[src/rtl/core/ipag_pkg.sv]
// Package with the item types and postbyte mode codes of the indexed address generator.
`timescale 1ns / 1ps

package ipag_pkg;

    // One input item: postbyte, the two following bytes and the CPU register view.
    typedef struct packed {
        logic [7:0]  postbyte;
        logic [7:0]  offset_first;
        logic [7:0]  offset_second;
        logic [15:0] reg_x;
        logic [15:0] reg_y;
        logic [15:0] reg_u;
        logic [15:0] reg_s;
        logic [7:0]  acc_a;
        logic [7:0]  acc_b;
        logic [15:0] pc_after_post;
    } t_req;

    // One result item.
    typedef struct packed {
        logic [15:0] address;
        logic        indirect;
        logic        reg_write;
        logic [1:0]  reg_select;
        logic [15:0] reg_value;
        logic [1:0]  offset_bytes;
        logic [3:0]  extra_cycles;
        logic        bad_postbyte;
    } t_rsp;

    // Register select codes in postbyte bits 6:5.
    localparam logic [1:0] REG_X = 2'd0;
    localparam logic [1:0] REG_Y = 2'd1;
    localparam logic [1:0] REG_U = 2'd2;
    localparam logic [1:0] REG_S = 2'd3;

    // Postbyte bit 7 set selects the mode field; otherwise bits 4:0 hold a 5-bit offset.
    localparam int unsigned PB_MODE_BIT = 7;

    // Mode codes in postbyte bits 4:0; the indirect flag is bit 4.
    localparam logic [4:0] MODE_IND       = 5'h10;
    localparam logic [4:0] MODE_POST_INC1 = 5'h00;
    localparam logic [4:0] MODE_POST_INC2 = 5'h01;
    localparam logic [4:0] MODE_PRE_DEC1  = 5'h02;
    localparam logic [4:0] MODE_PRE_DEC2  = 5'h03;
    localparam logic [4:0] MODE_ZERO      = 5'h04;
    localparam logic [4:0] MODE_ACC_B     = 5'h05;
    localparam logic [4:0] MODE_ACC_A     = 5'h06;
    localparam logic [4:0] MODE_OFF8      = 5'h08;
    localparam logic [4:0] MODE_OFF16     = 5'h09;
    localparam logic [4:0] MODE_ACC_D     = 5'h0B;
    localparam logic [4:0] MODE_PCR8      = 5'h0C;
    localparam logic [4:0] MODE_PCR16     = 5'h0D;
    localparam logic [4:0] MODE_EXT_IND   = 5'h1F;

    // Cycles that indirection adds on top of the base form.
    localparam logic [3:0] IND_CYCLES = 4'd3;

endpackage

[src/rtl/core/ipag_chan_if.sv]
// Valid/ready channel interface carrying one item of a chosen payload type.
`timescale 1ns / 1ps

interface ipag_chan_if #(
    parameter type T = logic
);
    logic valid;
    logic ready;
    T     data;

    modport source (output valid, output data, input ready);
    modport sink   (input valid, input data, output ready);
endinterface

[src/rtl/core/indexed_postbyte_address_gen.sv]
// Top level of the indexed-mode postbyte decoder and effective address generator.
// Three register stages (decode and operand selection, one 16-bit add, result composition)
// carry an accepted item to o_rsp. Throughput is one item per cycle while o_rsp is ready,
// set by these stages, each of which hands on an item per cycle.
// Reset (synchronous, active low) clears the stage valid bits; no result is pending after it.
// A stalled output holds its stage; earlier stages keep filling any empty slot behind it.
`timescale 1ns / 1ps

module indexed_postbyte_address_gen (
    input  logic         i_clk,
    input  logic         i_rst_n,
    ipag_chan_if.sink    i_req,
    ipag_chan_if.source  o_rsp
);

    // Per-item control that travels down the pipe next to the datapath.
    typedef struct packed {
        logic [1:0] sel;     // register picked by the postbyte
        logic       wr;      // auto increment or decrement writes the register back
        logic       post;    // address is the unmodified base (post increment)
        logic       ind;     // indirect form
        logic       bad;     // undefined postbyte
        logic [1:0] nbytes;  // offset bytes consumed
        logic [3:0] cyc;     // extra cycles, indirection included
    } t_meta;

    typedef struct packed {
        logic [15:0] base;
        logic [15:0] off;
        t_meta       meta;
    } t_s1;

    typedef struct packed {
        logic [15:0] base;
        logic [15:0] sum;
        t_meta       meta;
    } t_s2;

    // Stage valid bits and payload registers.
    logic r_v1, r_v2, r_v3;
    t_s1  r_s1, n_s1;
    t_s2  r_s2, n_s2;
    ipag_pkg::t_rsp r_out, n_out;

    // Each stage advances when it is empty or when the stage after it advances.
    // This lets a bubble close up while a finished result waits at the output.
    logic w_en1, w_en2, w_en3;

    assign w_en3 = !r_v3 || o_rsp.ready;
    assign w_en2 = !r_v2 || w_en3;
    assign w_en1 = !r_v1 || w_en2;

    assign i_req.ready = w_en1;
    assign o_rsp.valid = r_v3;
    assign o_rsp.data  = r_out;

    // Stage 1: decode the postbyte, pick the base register and build the addend.
    // PC-relative forms take the PC after the offset bytes as base, so the PC
    // increment happens here and stage 2 needs only one add.
    logic [7:0]  w_pb;
    logic [15:0] w_reg;
    logic [15:0] w_w16;
    logic [15:0] w_sext_a, w_sext_b, w_sext_b1, w_sext5;

    assign w_pb      = i_req.data.postbyte;
    assign w_w16     = {i_req.data.offset_first, i_req.data.offset_second};
    assign w_sext_a  = {{8{i_req.data.acc_a[7]}}, i_req.data.acc_a};
    assign w_sext_b  = {{8{i_req.data.acc_b[7]}}, i_req.data.acc_b};
    assign w_sext_b1 = {{8{i_req.data.offset_first[7]}}, i_req.data.offset_first};
    assign w_sext5   = {{11{w_pb[4]}}, w_pb[4:0]};

    always_comb begin
        case (w_pb[6:5])
            ipag_pkg::REG_X: w_reg = i_req.data.reg_x;
            ipag_pkg::REG_Y: w_reg = i_req.data.reg_y;
            ipag_pkg::REG_U: w_reg = i_req.data.reg_u;
            ipag_pkg::REG_S: w_reg = i_req.data.reg_s;
            default:         w_reg = i_req.data.reg_x;
        endcase
    end

    always_comb begin
        n_s1             = '0;
        n_s1.base        = w_reg;
        n_s1.meta.sel    = w_pb[6:5];
        if (!w_pb[ipag_pkg::PB_MODE_BIT]) begin
            n_s1.off      = w_sext5;
            n_s1.meta.cyc = 4'd1;
        end else begin
            case (w_pb[4:0])
                ipag_pkg::MODE_POST_INC1: begin
                    n_s1.off       = 16'h0001;
                    n_s1.meta.wr   = 1'b1;
                    n_s1.meta.post = 1'b1;
                    n_s1.meta.cyc  = 4'd2;
                end
                ipag_pkg::MODE_POST_INC2,
                ipag_pkg::MODE_POST_INC2 | ipag_pkg::MODE_IND: begin
                    n_s1.off       = 16'h0002;
                    n_s1.meta.wr   = 1'b1;
                    n_s1.meta.post = 1'b1;
                    n_s1.meta.cyc  = 4'd3;
                end
                ipag_pkg::MODE_PRE_DEC1: begin
                    n_s1.off      = 16'hFFFF;
                    n_s1.meta.wr  = 1'b1;
                    n_s1.meta.cyc = 4'd2;
                end
                ipag_pkg::MODE_PRE_DEC2,
                ipag_pkg::MODE_PRE_DEC2 | ipag_pkg::MODE_IND: begin
                    n_s1.off      = 16'hFFFE;
                    n_s1.meta.wr  = 1'b1;
                    n_s1.meta.cyc = 4'd3;
                end
                ipag_pkg::MODE_ZERO,
                ipag_pkg::MODE_ZERO | ipag_pkg::MODE_IND: begin
                    n_s1.off      = 16'h0000;
                    n_s1.meta.cyc = 4'd0;
                end
                ipag_pkg::MODE_ACC_B,
                ipag_pkg::MODE_ACC_B | ipag_pkg::MODE_IND: begin
                    n_s1.off      = w_sext_b;
                    n_s1.meta.cyc = 4'd1;
                end
                ipag_pkg::MODE_ACC_A,
                ipag_pkg::MODE_ACC_A | ipag_pkg::MODE_IND: begin
                    n_s1.off      = w_sext_a;
                    n_s1.meta.cyc = 4'd1;
                end
                ipag_pkg::MODE_OFF8,
                ipag_pkg::MODE_OFF8 | ipag_pkg::MODE_IND: begin
                    n_s1.off         = w_sext_b1;
                    n_s1.meta.nbytes = 2'd1;
                    n_s1.meta.cyc    = 4'd1;
                end
                ipag_pkg::MODE_OFF16,
                ipag_pkg::MODE_OFF16 | ipag_pkg::MODE_IND: begin
                    n_s1.off         = w_w16;
                    n_s1.meta.nbytes = 2'd2;
                    n_s1.meta.cyc    = 4'd4;
                end
                ipag_pkg::MODE_ACC_D,
                ipag_pkg::MODE_ACC_D | ipag_pkg::MODE_IND: begin
                    n_s1.off      = {i_req.data.acc_a, i_req.data.acc_b};
                    n_s1.meta.cyc = 4'd4;
                end
                ipag_pkg::MODE_PCR8,
                ipag_pkg::MODE_PCR8 | ipag_pkg::MODE_IND: begin
                    n_s1.base        = i_req.data.pc_after_post + 16'd1;
                    n_s1.off         = w_sext_b1;
                    n_s1.meta.nbytes = 2'd1;
                    n_s1.meta.cyc    = 4'd1;
                end
                ipag_pkg::MODE_PCR16,
                ipag_pkg::MODE_PCR16 | ipag_pkg::MODE_IND: begin
                    n_s1.base        = i_req.data.pc_after_post + 16'd2;
                    n_s1.off         = w_w16;
                    n_s1.meta.nbytes = 2'd2;
                    n_s1.meta.cyc    = 4'd5;
                end
                ipag_pkg::MODE_EXT_IND: begin
                    n_s1.base        = 16'h0000;
                    n_s1.off         = w_w16;
                    n_s1.meta.nbytes = 2'd2;
                    n_s1.meta.cyc    = 4'd2;
                end
                default: begin
                    // Undefined postbyte: everything in the result but the flag reads as zero.
                    n_s1.base     = 16'h0000;
                    n_s1.off      = 16'h0000;
                    n_s1.meta.bad = 1'b1;
                end
            endcase
            n_s1.meta.ind = w_pb[4] && !n_s1.meta.bad;
            if (n_s1.meta.ind) begin
                n_s1.meta.cyc = n_s1.meta.cyc + ipag_pkg::IND_CYCLES;
            end
        end
    end

    // Stage 2: the one 16-bit add. For auto increment and decrement the sum is
    // the new register value as well.
    always_comb begin
        n_s2.base = r_s1.base;
        n_s2.sum  = r_s1.base + r_s1.off;
        n_s2.meta = r_s1.meta;
    end

    // Stage 3: choose the address and zero the write-back fields when unused.
    always_comb begin
        n_out.address      = r_s2.meta.post ? r_s2.base : r_s2.sum;
        n_out.indirect     = r_s2.meta.ind;
        n_out.reg_write    = r_s2.meta.wr;
        n_out.reg_select   = r_s2.meta.wr ? r_s2.meta.sel : 2'd0;
        n_out.reg_value    = r_s2.meta.wr ? r_s2.sum : 16'h0000;
        n_out.offset_bytes = r_s2.meta.nbytes;
        n_out.extra_cycles = r_s2.meta.cyc;
        n_out.bad_postbyte = r_s2.meta.bad;
    end

    always_ff @(posedge i_clk) begin
        if (!i_rst_n) begin
            r_v1 <= 1'b0;
            r_v2 <= 1'b0;
            r_v3 <= 1'b0;
        end else begin
            if (w_en1) begin
                r_v1 <= i_req.valid;
            end
            if (w_en2) begin
                r_v2 <= r_v1;
            end
            if (w_en3) begin
                r_v3 <= r_v2;
            end
        end
    end

    always_ff @(posedge i_clk) begin
        if (w_en1) begin
            r_s1 <= n_s1;
        end
        if (w_en2) begin
            r_s2 <= n_s2;
        end
        if (w_en3) begin
            r_out <= n_out;
        end
    end

endmodule

[src/flat_wrapper.sv]
// flat-port wrapper written by rule: the top's interface ports become plain ports
module indexed_postbyte_address_gen_flat 
  (i_clk, i_rst_n, i_req_valid, i_req_data, i_req_ready, o_rsp_valid, o_rsp_data, o_rsp_ready);
  ipag_chan_if #(.T(ipag_pkg::t_req)) i_req_i ();
  ipag_chan_if #(.T(ipag_pkg::t_rsp)) o_rsp_i ();
  input  logic i_clk;
  input  logic i_rst_n;
  input wire logic [$bits(i_req_i.valid)-1:0] i_req_valid;
  input wire logic [$bits(i_req_i.data)-1:0] i_req_data;
  output wire logic [$bits(i_req_i.ready)-1:0] i_req_ready;
  output wire logic [$bits(o_rsp_i.valid)-1:0] o_rsp_valid;
  output wire logic [$bits(o_rsp_i.data)-1:0] o_rsp_data;
  input wire logic [$bits(o_rsp_i.ready)-1:0] o_rsp_ready;
  assign i_req_i.valid = i_req_valid;
  assign i_req_i.data = i_req_data;
  assign i_req_ready = i_req_i.ready;
  assign o_rsp_valid = o_rsp_i.valid;
  assign o_rsp_data = o_rsp_i.data;
  assign o_rsp_i.ready = o_rsp_ready;
  indexed_postbyte_address_gen u_core (.i_clk(i_clk), .i_rst_n(i_rst_n), .i_req(i_req_i), .o_rsp(o_rsp_i));
endmodule
[config.mk]
export PLATFORM = sky130hd
export DESIGN_NAME = indexed_postbyte_address_gen_flat
export DESIGN_NICKNAME = d
export VERILOG_FILES = /design/src/rtl/core/ipag_pkg.sv /design/src/rtl/core/ipag_chan_if.sv /design/src/rtl/core/indexed_postbyte_address_gen.sv /design/src/flat_wrapper.sv
export SDC_FILE = /design/constraint.sdc
export NUM_CORES = 1
export LEC_CHECK = 0
export BUFFER_PORTS_ARGS = -buffer_cell sky130_fd_sc_hd__buf_2
export CAP_MARGIN = 5
export CORE_MARGIN = 4
export CORE_UTILIZATION = 43
export CTS_CLUSTER_SIZE = 30
export DETAILED_ROUTE_END_ITERATION = 8
export PLACE_DENSITY = 0.66
export SYNTH_ARGS = -nofsm -noshare
export SYNTH_HDL_FRONTEND = slang
export SYNTH_SLANG_ARGS = --single-unit
[constraint.sdc]
create_clock -name i_clk -period 4 [get_ports i_clk]
set_input_delay 0.2 -clock i_clk [delete_from_list [all_inputs] [get_ports i_clk]]
set_output_delay 0.2 -clock i_clk [all_outputs]
set_load 0.02 [all_outputs]
* Word-level counts from Yosys, hierarchy flattened *
Index checks and enable logic that the tools add are counted.

word-level totals
  register bits after elaboration = 134
  output and inout bits = 45
  word-level logic and storage cells = 99

operators by class
  add/subtract/negate cells = 4
  equal/unequal tests = 25
  mux-type cells = 14
  reduce and logical (&&, ||, !) cells = 27

operator list
  operator                                                          count
  16-bit one-hot mux with 9 select lines                            1
  16-bit one-hot mux with 4 select lines                            1
  5-bit == test (second input constant)                             11
  16-bit 2-to-1 mux                                                 3
  16-bit one-hot mux with 3 select lines                            1
  5-bit by 4-bit == test with 1-bit output (second input constant)  5
  23-bit OR reduction                                               1
  18-bit OR reduction                                               1
  16-bit by 1-bit adder with 16-bit output (second input constant)  1
  16-bit adder                                                      1
  16-bit by 2-bit adder with 16-bit output (second input constant)  1
  5-bit by 3-bit == test with 1-bit output (second input constant)  3
  3-bit one-hot mux with 5 select lines                             1
  2-bit OR reduction                                                7
  4-bit OR reduction                                                3
  5-bit by 2-bit == test with 1-bit output (second input constant)  2
  4-bit 2-to-1 mux                                                  2
  8-bit OR reduction                                                1
  3-bit OR reduction                                                2
  6-bit OR reduction                                                1
  5-bit by 1-bit == test with 1-bit output (second input constant)  1
  5-bit logical NOT                                                 1
  5-bit OR reduction                                                1
  4-bit by 2-bit adder with 4-bit output (second input constant)    1
  other kinds (8)                                                   17

* Logic depth before layout (Yosys ltp) *
Gate-level depths: netlist of run 1.

  depth in word-level cells = 7
  depth in mapped cells = 10
  gate-level depth less buffers = 9

* Worst setup path before layout of run 1 *
No wires, ideal clock.

  kind = reg-to-reg
  start point = reg u_core.r_v3, in the netlist u_core.o_rsp.valid
  end point = reg u_core.r_s1 (netlist bit u_core.n_s2[0]), enable pin
  arrival time = 1.907 ns
  required time = 3.267 ns
  setup slack = 1.361 ns
  stages on the path, launching flop included = 3
  clock period less this slack = 2.639 ns
  cell sequence = dfxtp_1 > nor2b_1 > nand3_1

on the way
  longest elaborated chain between the ends = 4

RTL lines
  what                    line                                 RTL
  start, declared         indexed_postbyte_address_gen.sv:40   logic r_v1, r_v2, r_v3;
  start signal, assigned  indexed_postbyte_address_gen.sv:214  r_v3 <= r_v2;
  1-bit logical NOT       indexed_postbyte_address_gen.sv:49   assign w_en3 = !r_v3 || o_rsp.ready;
  1-bit logical OR        indexed_postbyte_address_gen.sv:49
  1-bit logical OR        indexed_postbyte_address_gen.sv:50   assign w_en2 = !r_v2 || w_en3;
  1-bit logical OR        indexed_postbyte_address_gen.sv:51   assign w_en1 = !r_v1 || w_en2;
  via i_req_ready         flat_wrapper.sv:10                   output wire logic [$bits(i_req_i.ready)-1:0] i_req_ready;
  end signal, assigned    indexed_postbyte_address_gen.sv:221  r_s1 <= n_s1;
  end, declared           indexed_postbyte_address_gen.sv:41   t_s1 r_s1, n_s1;

The timed path passes the listed nets, and every way through them passes these cells.
A chain may end at the register's enable or synchronous reset.

* Worst setup path after layout of run 1 *
  start point = reg u_core.r_v3, in the netlist u_core.o_rsp.valid
  end point = out i_req_ready

on the way
  longest elaborated chain between the ends = 4

RTL lines
  what               line
  1-bit logical NOT  indexed_postbyte_address_gen.sv:49
  1-bit logical OR   indexed_postbyte_address_gen.sv:49
  1-bit logical OR   indexed_postbyte_address_gen.sv:50
  1-bit logical OR   indexed_postbyte_address_gen.sv:51
  end, declared      flat_wrapper.sv:10

Every way passes these cells.

==> results of run 1 <==
per-stage QoR:
step | area, µm² | util [%] | hold WS, ns
floorplan | 7040 | - | 0.299
global placement | 8040 | 50.4 | 0.401
detailed placement | 8040 | 50.4 | 0.405
CTS | 8640 | 54.2 | 0.00946
global route | 8640 | 54.2 | 0.0453
finish | 8640 | 54.2 | 0.0265
state kept, by name (all words and copies together), names as in the netlist:
name	flops
u_core.n_out	9
u_core.n_s2	28
u_core.o_rsp.data	43
u_core.o_rsp.valid	1
u_core.r_s1	16
u_core.r_s2	35
u_core.r_v1	1
u_core.r_v2	1
synth_stat cells (3+ instances only):
master,count,area share [%]
buf_4,3,0.32
nor3_1,6,0.43
nand2_1,35,1.9
nor2b_1,8,0.71
a22oi_1,11,1.2
buf_2,12,0.85
o21a_1,6,0.64
a21boi_0,3,0.32
a222oi_1,7,1.0
edfxtp_1,131,56
mux4_2,16,5.1
a221oi_1,4,0.50
and3_1,3,0.27
xor2_1,9,1.1
o221ai_1,3,0.37
mux2i_1,3,0.43
a21oi_1,45,3.2
o22ai_1,11,0.98
ha_1,18,3.2
nand4_1,4,0.36
and2_1,24,2.1
nor2_1,34,1.8
nand3_1,13,0.92
inv_1,21,1.1
mux2_2,18,2.9
nor3b_1,3,0.32
a21o_1,10,1.1
clkbuf_1,8,0.43
o211ai_1,5,0.53
a31oi_1,3,0.27
o31a_1,3,0.37
o21ai_0,30,2.1
nand2b_1,3,0.27
xnor2_1,11,1.4
dfxtp_1,3,0.85
kinds of logic after synthesis:
logic type                 count (synthesis)
AOI/OAI and AO/OA                        163
xor gates and xnor gates                  20
adders and majority gates                 19
buffers and inverters                     47
DFF                                      134
muxes                                     37
and+or+nand+nor                          145
worst paths after layout:
| kind | end | slack, ns | cells after the start |
|---|---|---|---|
| worst max-delay path | i_req_ready | 1.30 | 3 |
| worst min-delay path | u_core.r_v1$_SDFFE_PN0P_ | 0.03 | 3 |
| worst max register to register | u_core.r_s2[25]$_DFFE_PP_ | 1.57 | 7 |
| worst min register to register | u_core.o_rsp.data[26]$_DFFE_PP_ | 0.41 | 0 |
power breakdown:
group | switching, mW | leakage [nW] | total (mW) | internal (mW)
clock network | 0.550 | 0.287 | 1.52 | 0.972
registers | 0.0788 | 1.50 | 1.88 | 1.80
logic | 0.436 | 1.81 | 0.760 | 0.324
total | 1.06 | 3.60 | 4.16 | 3.10
layer usage:
| layer | up-vias | global-route usage, % | routed length (µm) |
|---|---|---|---|
| li1 | 2533 | - | - |
| met1 | 2517 | 25.2 | 7480 |
| met2 | 280 | 32.7 | 8730 |
| met3 | 32 | 5.07 | 1510 |
| met4 | 0 | 6.83 | 310 |
| met5 | - | 0 | 0 |
timing repair:
action | CTS | global route
hold endpoints to repair | 1 | 0
resized for setup | 0 | 0
hold buffers | 1 | 0
area by class of cell:
class / instances / share of cell area [%]
repair buffers: 170 / 9.93
clock buffers: 18 / 4.97
multi-input cells: 384 / 32.9
well taps: 216 / 3.13
flip-flops and latches: 134 / 46.2
inverters: 22 / 0.956
clock inverters: 14 / 1.85
worst max-delay path, stage by stage, from the launching register on:
cell     delay, ns
dfxtp_1       0.32
nor2b_1       0.35
nand3_2       0.92
buf_2         0.49
==> flow_summary.json, run 1 <==
{
  "synth_compound_area_share_pct": 15.4,
  "dr.pass1.iters": 6,
  "grt_pass1_wl_mm": 28.1,
  "groute.usage.overall_pct": 19.7,
  "period_minus_slack_ns": 2.70,
  "ys.warnings.count": 0,
  "mostFrequentLayoutCell": "buf_2",
  "drive_gt1_share_pct": 33.3,
  "synth_nets": 708,
  "finClkSkew_ns": 0.0105,
  "htree_levels": 4,
  "final-seq-area_um2": 3990,
  "path_max_fanout": 46,
  "place_ws_ns": 1.48,
  "worstPathArrival_ns": 2.50,
  "synth-simple-area-share_pct": 10.5,
  "worstMarginPinSlew_ns": 1.16,
  "slew_headroom_pct": 22.8,
  "synth_area_per_cell_um2": 12.5,
  "synthAdderAreaFrac_pct": 3.49,
  "grt-ovfl-total": 0,
  "die_area_um2": 18500,
  "fin_setup_tns_ns": 0,
  "synth-seq-area-share_pct": 56.8,
  "initial_core_util_pct": 44.1,
  "worst_r2r_startpoint": "u_core.n_s2[29]$_DFFE_PP_",
  "hold_viol_final": 0,
  "period_share_pct": 67.6,
  "antenna_cells": 0,
  "ant_nets": 0,
  "fill_cells": 1397,
  "max_cap_violations": 0,
  "syn2layout_area_growth_pct": 22.8,
  "synth.distinct_cells": 63,
  "power.total_mw": 4.16,
  "rsz0062_at_grt": "false",
  "synth_xor_xnor_area_share_pct": 2.49,
  "grt_max_degree": 47,
  "final_nets": 872,
  "insertion_delay_ns": 0.41,
  "synthMuxAreaShare_pct": 8.43,
  "ir_drop_v": 0.000280,
  "drtIter0Drc": 449,
  "routed_via_density": 5.60,
  "cts_root_buffer": "clkbuf_16",
  "postCtsSetupBuffers": 0,
  "slew_viol_final": 0,
  "status": "completed",
  "wl_per_cell_um": 18.8,
  "path_clk_slew_ns": 0.06,
  "synthArstFlopShare_pct": 0,
  "power_density_nw_per_um2": 482,
  "setup_violations": 0,
  "setup_ws_ns": 1.30,
  "stdcell_count": 958,
  "drc": 0,
  "syn_inst": 565,
  "crit_type": "flop to output port",
  "worstSetupStartpointType": "flop",
  "layout_common_cells": "buf_2 (168), edfxtp_1 (131), a21oi_1 (45)",
  "cts_tree": "yes",
  "die_w_um": 136,
  "critPathLaunch": "u_core.o_rsp.valid$_SDFFE_PN0P_",
  "io_pins": 169,
  "cp-end-kind": "output port",
  "cp_data_required_time_ns": 3.80,
  "fp-row-count": 46,
  "grt_antenna_before_repair": 0,
  "io_buffers": 168,
  "synth-seq-cells": 134,
  "num_vias": 5362,
  "p_leak_nw": 3.60,
  "wl_mm": 18.0,
  "timing.fmax_mhz": 370,
  "gp_congestion": 0.981,
  "multiInputGateArea_um2": 2850,
  "dpl.hpwl_mm": 13.9,
  "first_global_vias": 5480,
  "core_um2": 15900,
  "syn_area_um2": 7040,
  "clockBufferDepth": 2,
  "ys.flop_type": "edfxtp_1",
  "synth_top_family_by_area": "compound AO/OA/AOI/OAI gates",
  "worstHoldStart": "i_req_valid",
  "numCtsBuffers": 17,
  "synth_edf_count": 131,
  "hold_path_class": "input port to flop",
  "die_h_um": 136,
  "clock-sinks": 134,
  "placed_cells": 925
}
Power figures use the tool's default switching activity.
==> inputs of run 2 (changes only) <==
--- a/config.mk
+++ b/config.mk
@@ -11,7 +11,7 @@
 export CORE_UTILIZATION = 43
 export CTS_CLUSTER_SIZE = 30
 export DETAILED_ROUTE_END_ITERATION = 8
-export PLACE_DENSITY = 0.66
+export PLACE_DENSITY = 0.69
 export SYNTH_ARGS = -nofsm -noshare
 export SYNTH_HDL_FRONTEND = slang
 export SYNTH_SLANG_ARGS = --single-unit
==> constraint.sdc (replaced) <==
create_clock -name i_clk -period 2.2 [get_ports i_clk]
set_input_delay 0.11 -clock i_clk [delete_from_list [all_inputs] [get_ports i_clk]]
set_output_delay 0.11 -clock i_clk [all_outputs]
set_load 0.02 [all_outputs]
==> flow_summary.json, run 2 (synthesized netlist as in run 1, its figures left out) <==
{
  "status": "completed",
  "clock-sinks": 134,
  "die_w_um": 136,
  "slew_headroom_pct": 51.2,
  "finClkSkew_ns": 0.0103,
  "place_ws_ns": -0.128,
  "crit_type": "flop to flop",
  "ir_drop_v": 0.000566,
  "dr.pass1.iters": 5,
  "num_vias": 5502,
  "mostFrequentLayoutCell": "buf_2",
  "final-seq-area_um2": 3990,
  "io_buffers": 168,
  "multiInputGateArea_um2": 2950,
  "groute.usage.overall_pct": 20.0,
  "drc": 0,
  "setup_violations": 0,
  "path_clk_slew_ns": 0.06,
  "power.total_mw": 7.55,
  "core_um2": 15900,
  "wl_per_cell_um": 18.4,
  "wl_mm": 18.3,
  "slew_viol_final": 0,
  "ant_nets": 0,
  "die_area_um2": 18500,
  "io_pins": 169,
  "dpl.hpwl_mm": 14.2,
  "insertion_delay_ns": 0.41,
  "hold_ws_ns": 0.0901,
  "placed_cell_area_um2": 8310,
  "placed_cells": 958,
  "layout_common_cells": "buf_2 (168), edfxtp_1 (131), a21oi_1 (42)",
  "fp-row-count": 46,
  "grt_antenna_before_repair": 0,
  "gp_congestion": 0.964,
  "drive_gt1_share_pct": 38.0,
  "hold_viol_final": 0,
  "numCtsBuffers": 17,
  "cp_num_buf_inv": 0,
  "cp-end-kind": "flop",
  "drtIter0Drc": 357,
  "fin_setup_tns_ns": 0,
  "final_nets": 912,
  "first_global_vias": 5457,
  "worstPathArrival_ns": 2.33,
  "largest_reg_flops": 43,
  "hold_path_class": "input port to flop",
  "grt-ovfl-total": 0,
  "grt_pass1_wl_mm": 28.4,
  "die_h_um": 136,
  "initial_core_util_pct": 44.1,
  "cp_slowest_cell": "edfxtp_1",
  "p_leak_nw": 3.81,
  "period_minus_slack_ns": 2.18,
  "stdcell_count": 998,
  "timing.fmax_mhz": 459,
  "crit_chain": "ha_1 -> a211oi_2 -> o211ai_1 -> and3b_1 -> a2111oi_4 -> o21bai_1 -> xor2_1",
  "cp_data_required_time_ns": 2.35,
  "critPathMaxStageDelay_ns": 0.38,
  "setup_ws_ns": 0.0216,
  "path_max_fanout": 3,
  "stdcell_area_um2": 9030,
  "htree_levels": 4,
  "max_cap_violations": 0,
  "grt_max_degree": 47,
  "final_util_pct": 56.7,
  "critPathTopFamily": "compound AO/OA/AOI/OAI gates",
  "clockBufferDepth": 2,
  "antenna_cells": 0,
  "cts_tree": "yes",
  "syn2layout_area_growth_pct": 28.4,
  "fill_cells": 1333,
  "cts_root_buffer": "clkbuf_16",
  "worstSetupStartpointType": "flop",
  "routed_via_density": 5.51,
  "period_share_pct": 99.0,
  "power_density_nw_per_um2": 836,
  "worstMarginPinSlew_ns": 0.732,
  "rsz0062_at_grt": "true"
}
==> run 2: report_power, final <==
part / switching [mW] / total (mW) / internal [mW]
clock network: 0.950 / 2.60 / 1.65
logic: 0.844 / 1.53 / 0.687
registers: 0.147 / 3.42 / 3.28
total: 1.94 / 7.55 / 5.61
==> run 2: timing repair <==
action,4_1_cts,5_1_grt
resized for setup,4,16
endpoints found under the setup margin,5,8
hold buffers,2,0
setup buffers,4,2
hold endpoints to repair,3,0
pin swaps,6,8
gates cloned,0,0
==> run 2: cell type report <==
| class | instances | area share, % |
|---|---|---|
| Clock buffer | 21 | 4.88 |
| Clock inverter | 11 | 1.20 |
| Inverter | 22 | 0.914 |
| Multi-Input combinational cell | 384 | 32.7 |
| Sequential cell | 134 | 44.2 |
| Tap cell | 216 | 2.99 |
| Timing Repair Buffer | 210 | 13.1 |
==> run 2: final timing paths <==
path              slack (ns)  cells past startpoint                               to                          from
hold reg to reg         0.41                      0       u_core.n_out[25]$_DFFE_PP_  u_core.n_s2[9]$_SDFFCE_PN0P_
hold / removal          0.09                      3  u_core.o_rsp.valid$_SDFFE_PN0P_                   o_rsp_ready
setup reg to reg        0.02                      7        u_core.r_s2[25]$_DFFE_PP_     u_core.n_s2[29]$_DFFE_PP_
setup / recovery        0.02                      7        u_core.r_s2[25]$_DFFE_PP_     u_core.n_s2[29]$_DFFE_PP_
==> run 2: layer usage <==
metal | wire length (µm) | vias up | global-route usage (%)
li1 | - | 2604 | -
met1 | 7760 | 2593 | 26.3
met2 | 8900 | 278 | 33.2
met3 | 1350 | 27 | 3.70
met4 | 327 | 0 | 7.45
met5 | 0 | - | 0
==> run 2: worst min-delay path: stages <==
cell     delay, ns
buf_2         0.08
nor2b_1       0.08
o21a_1        0.18
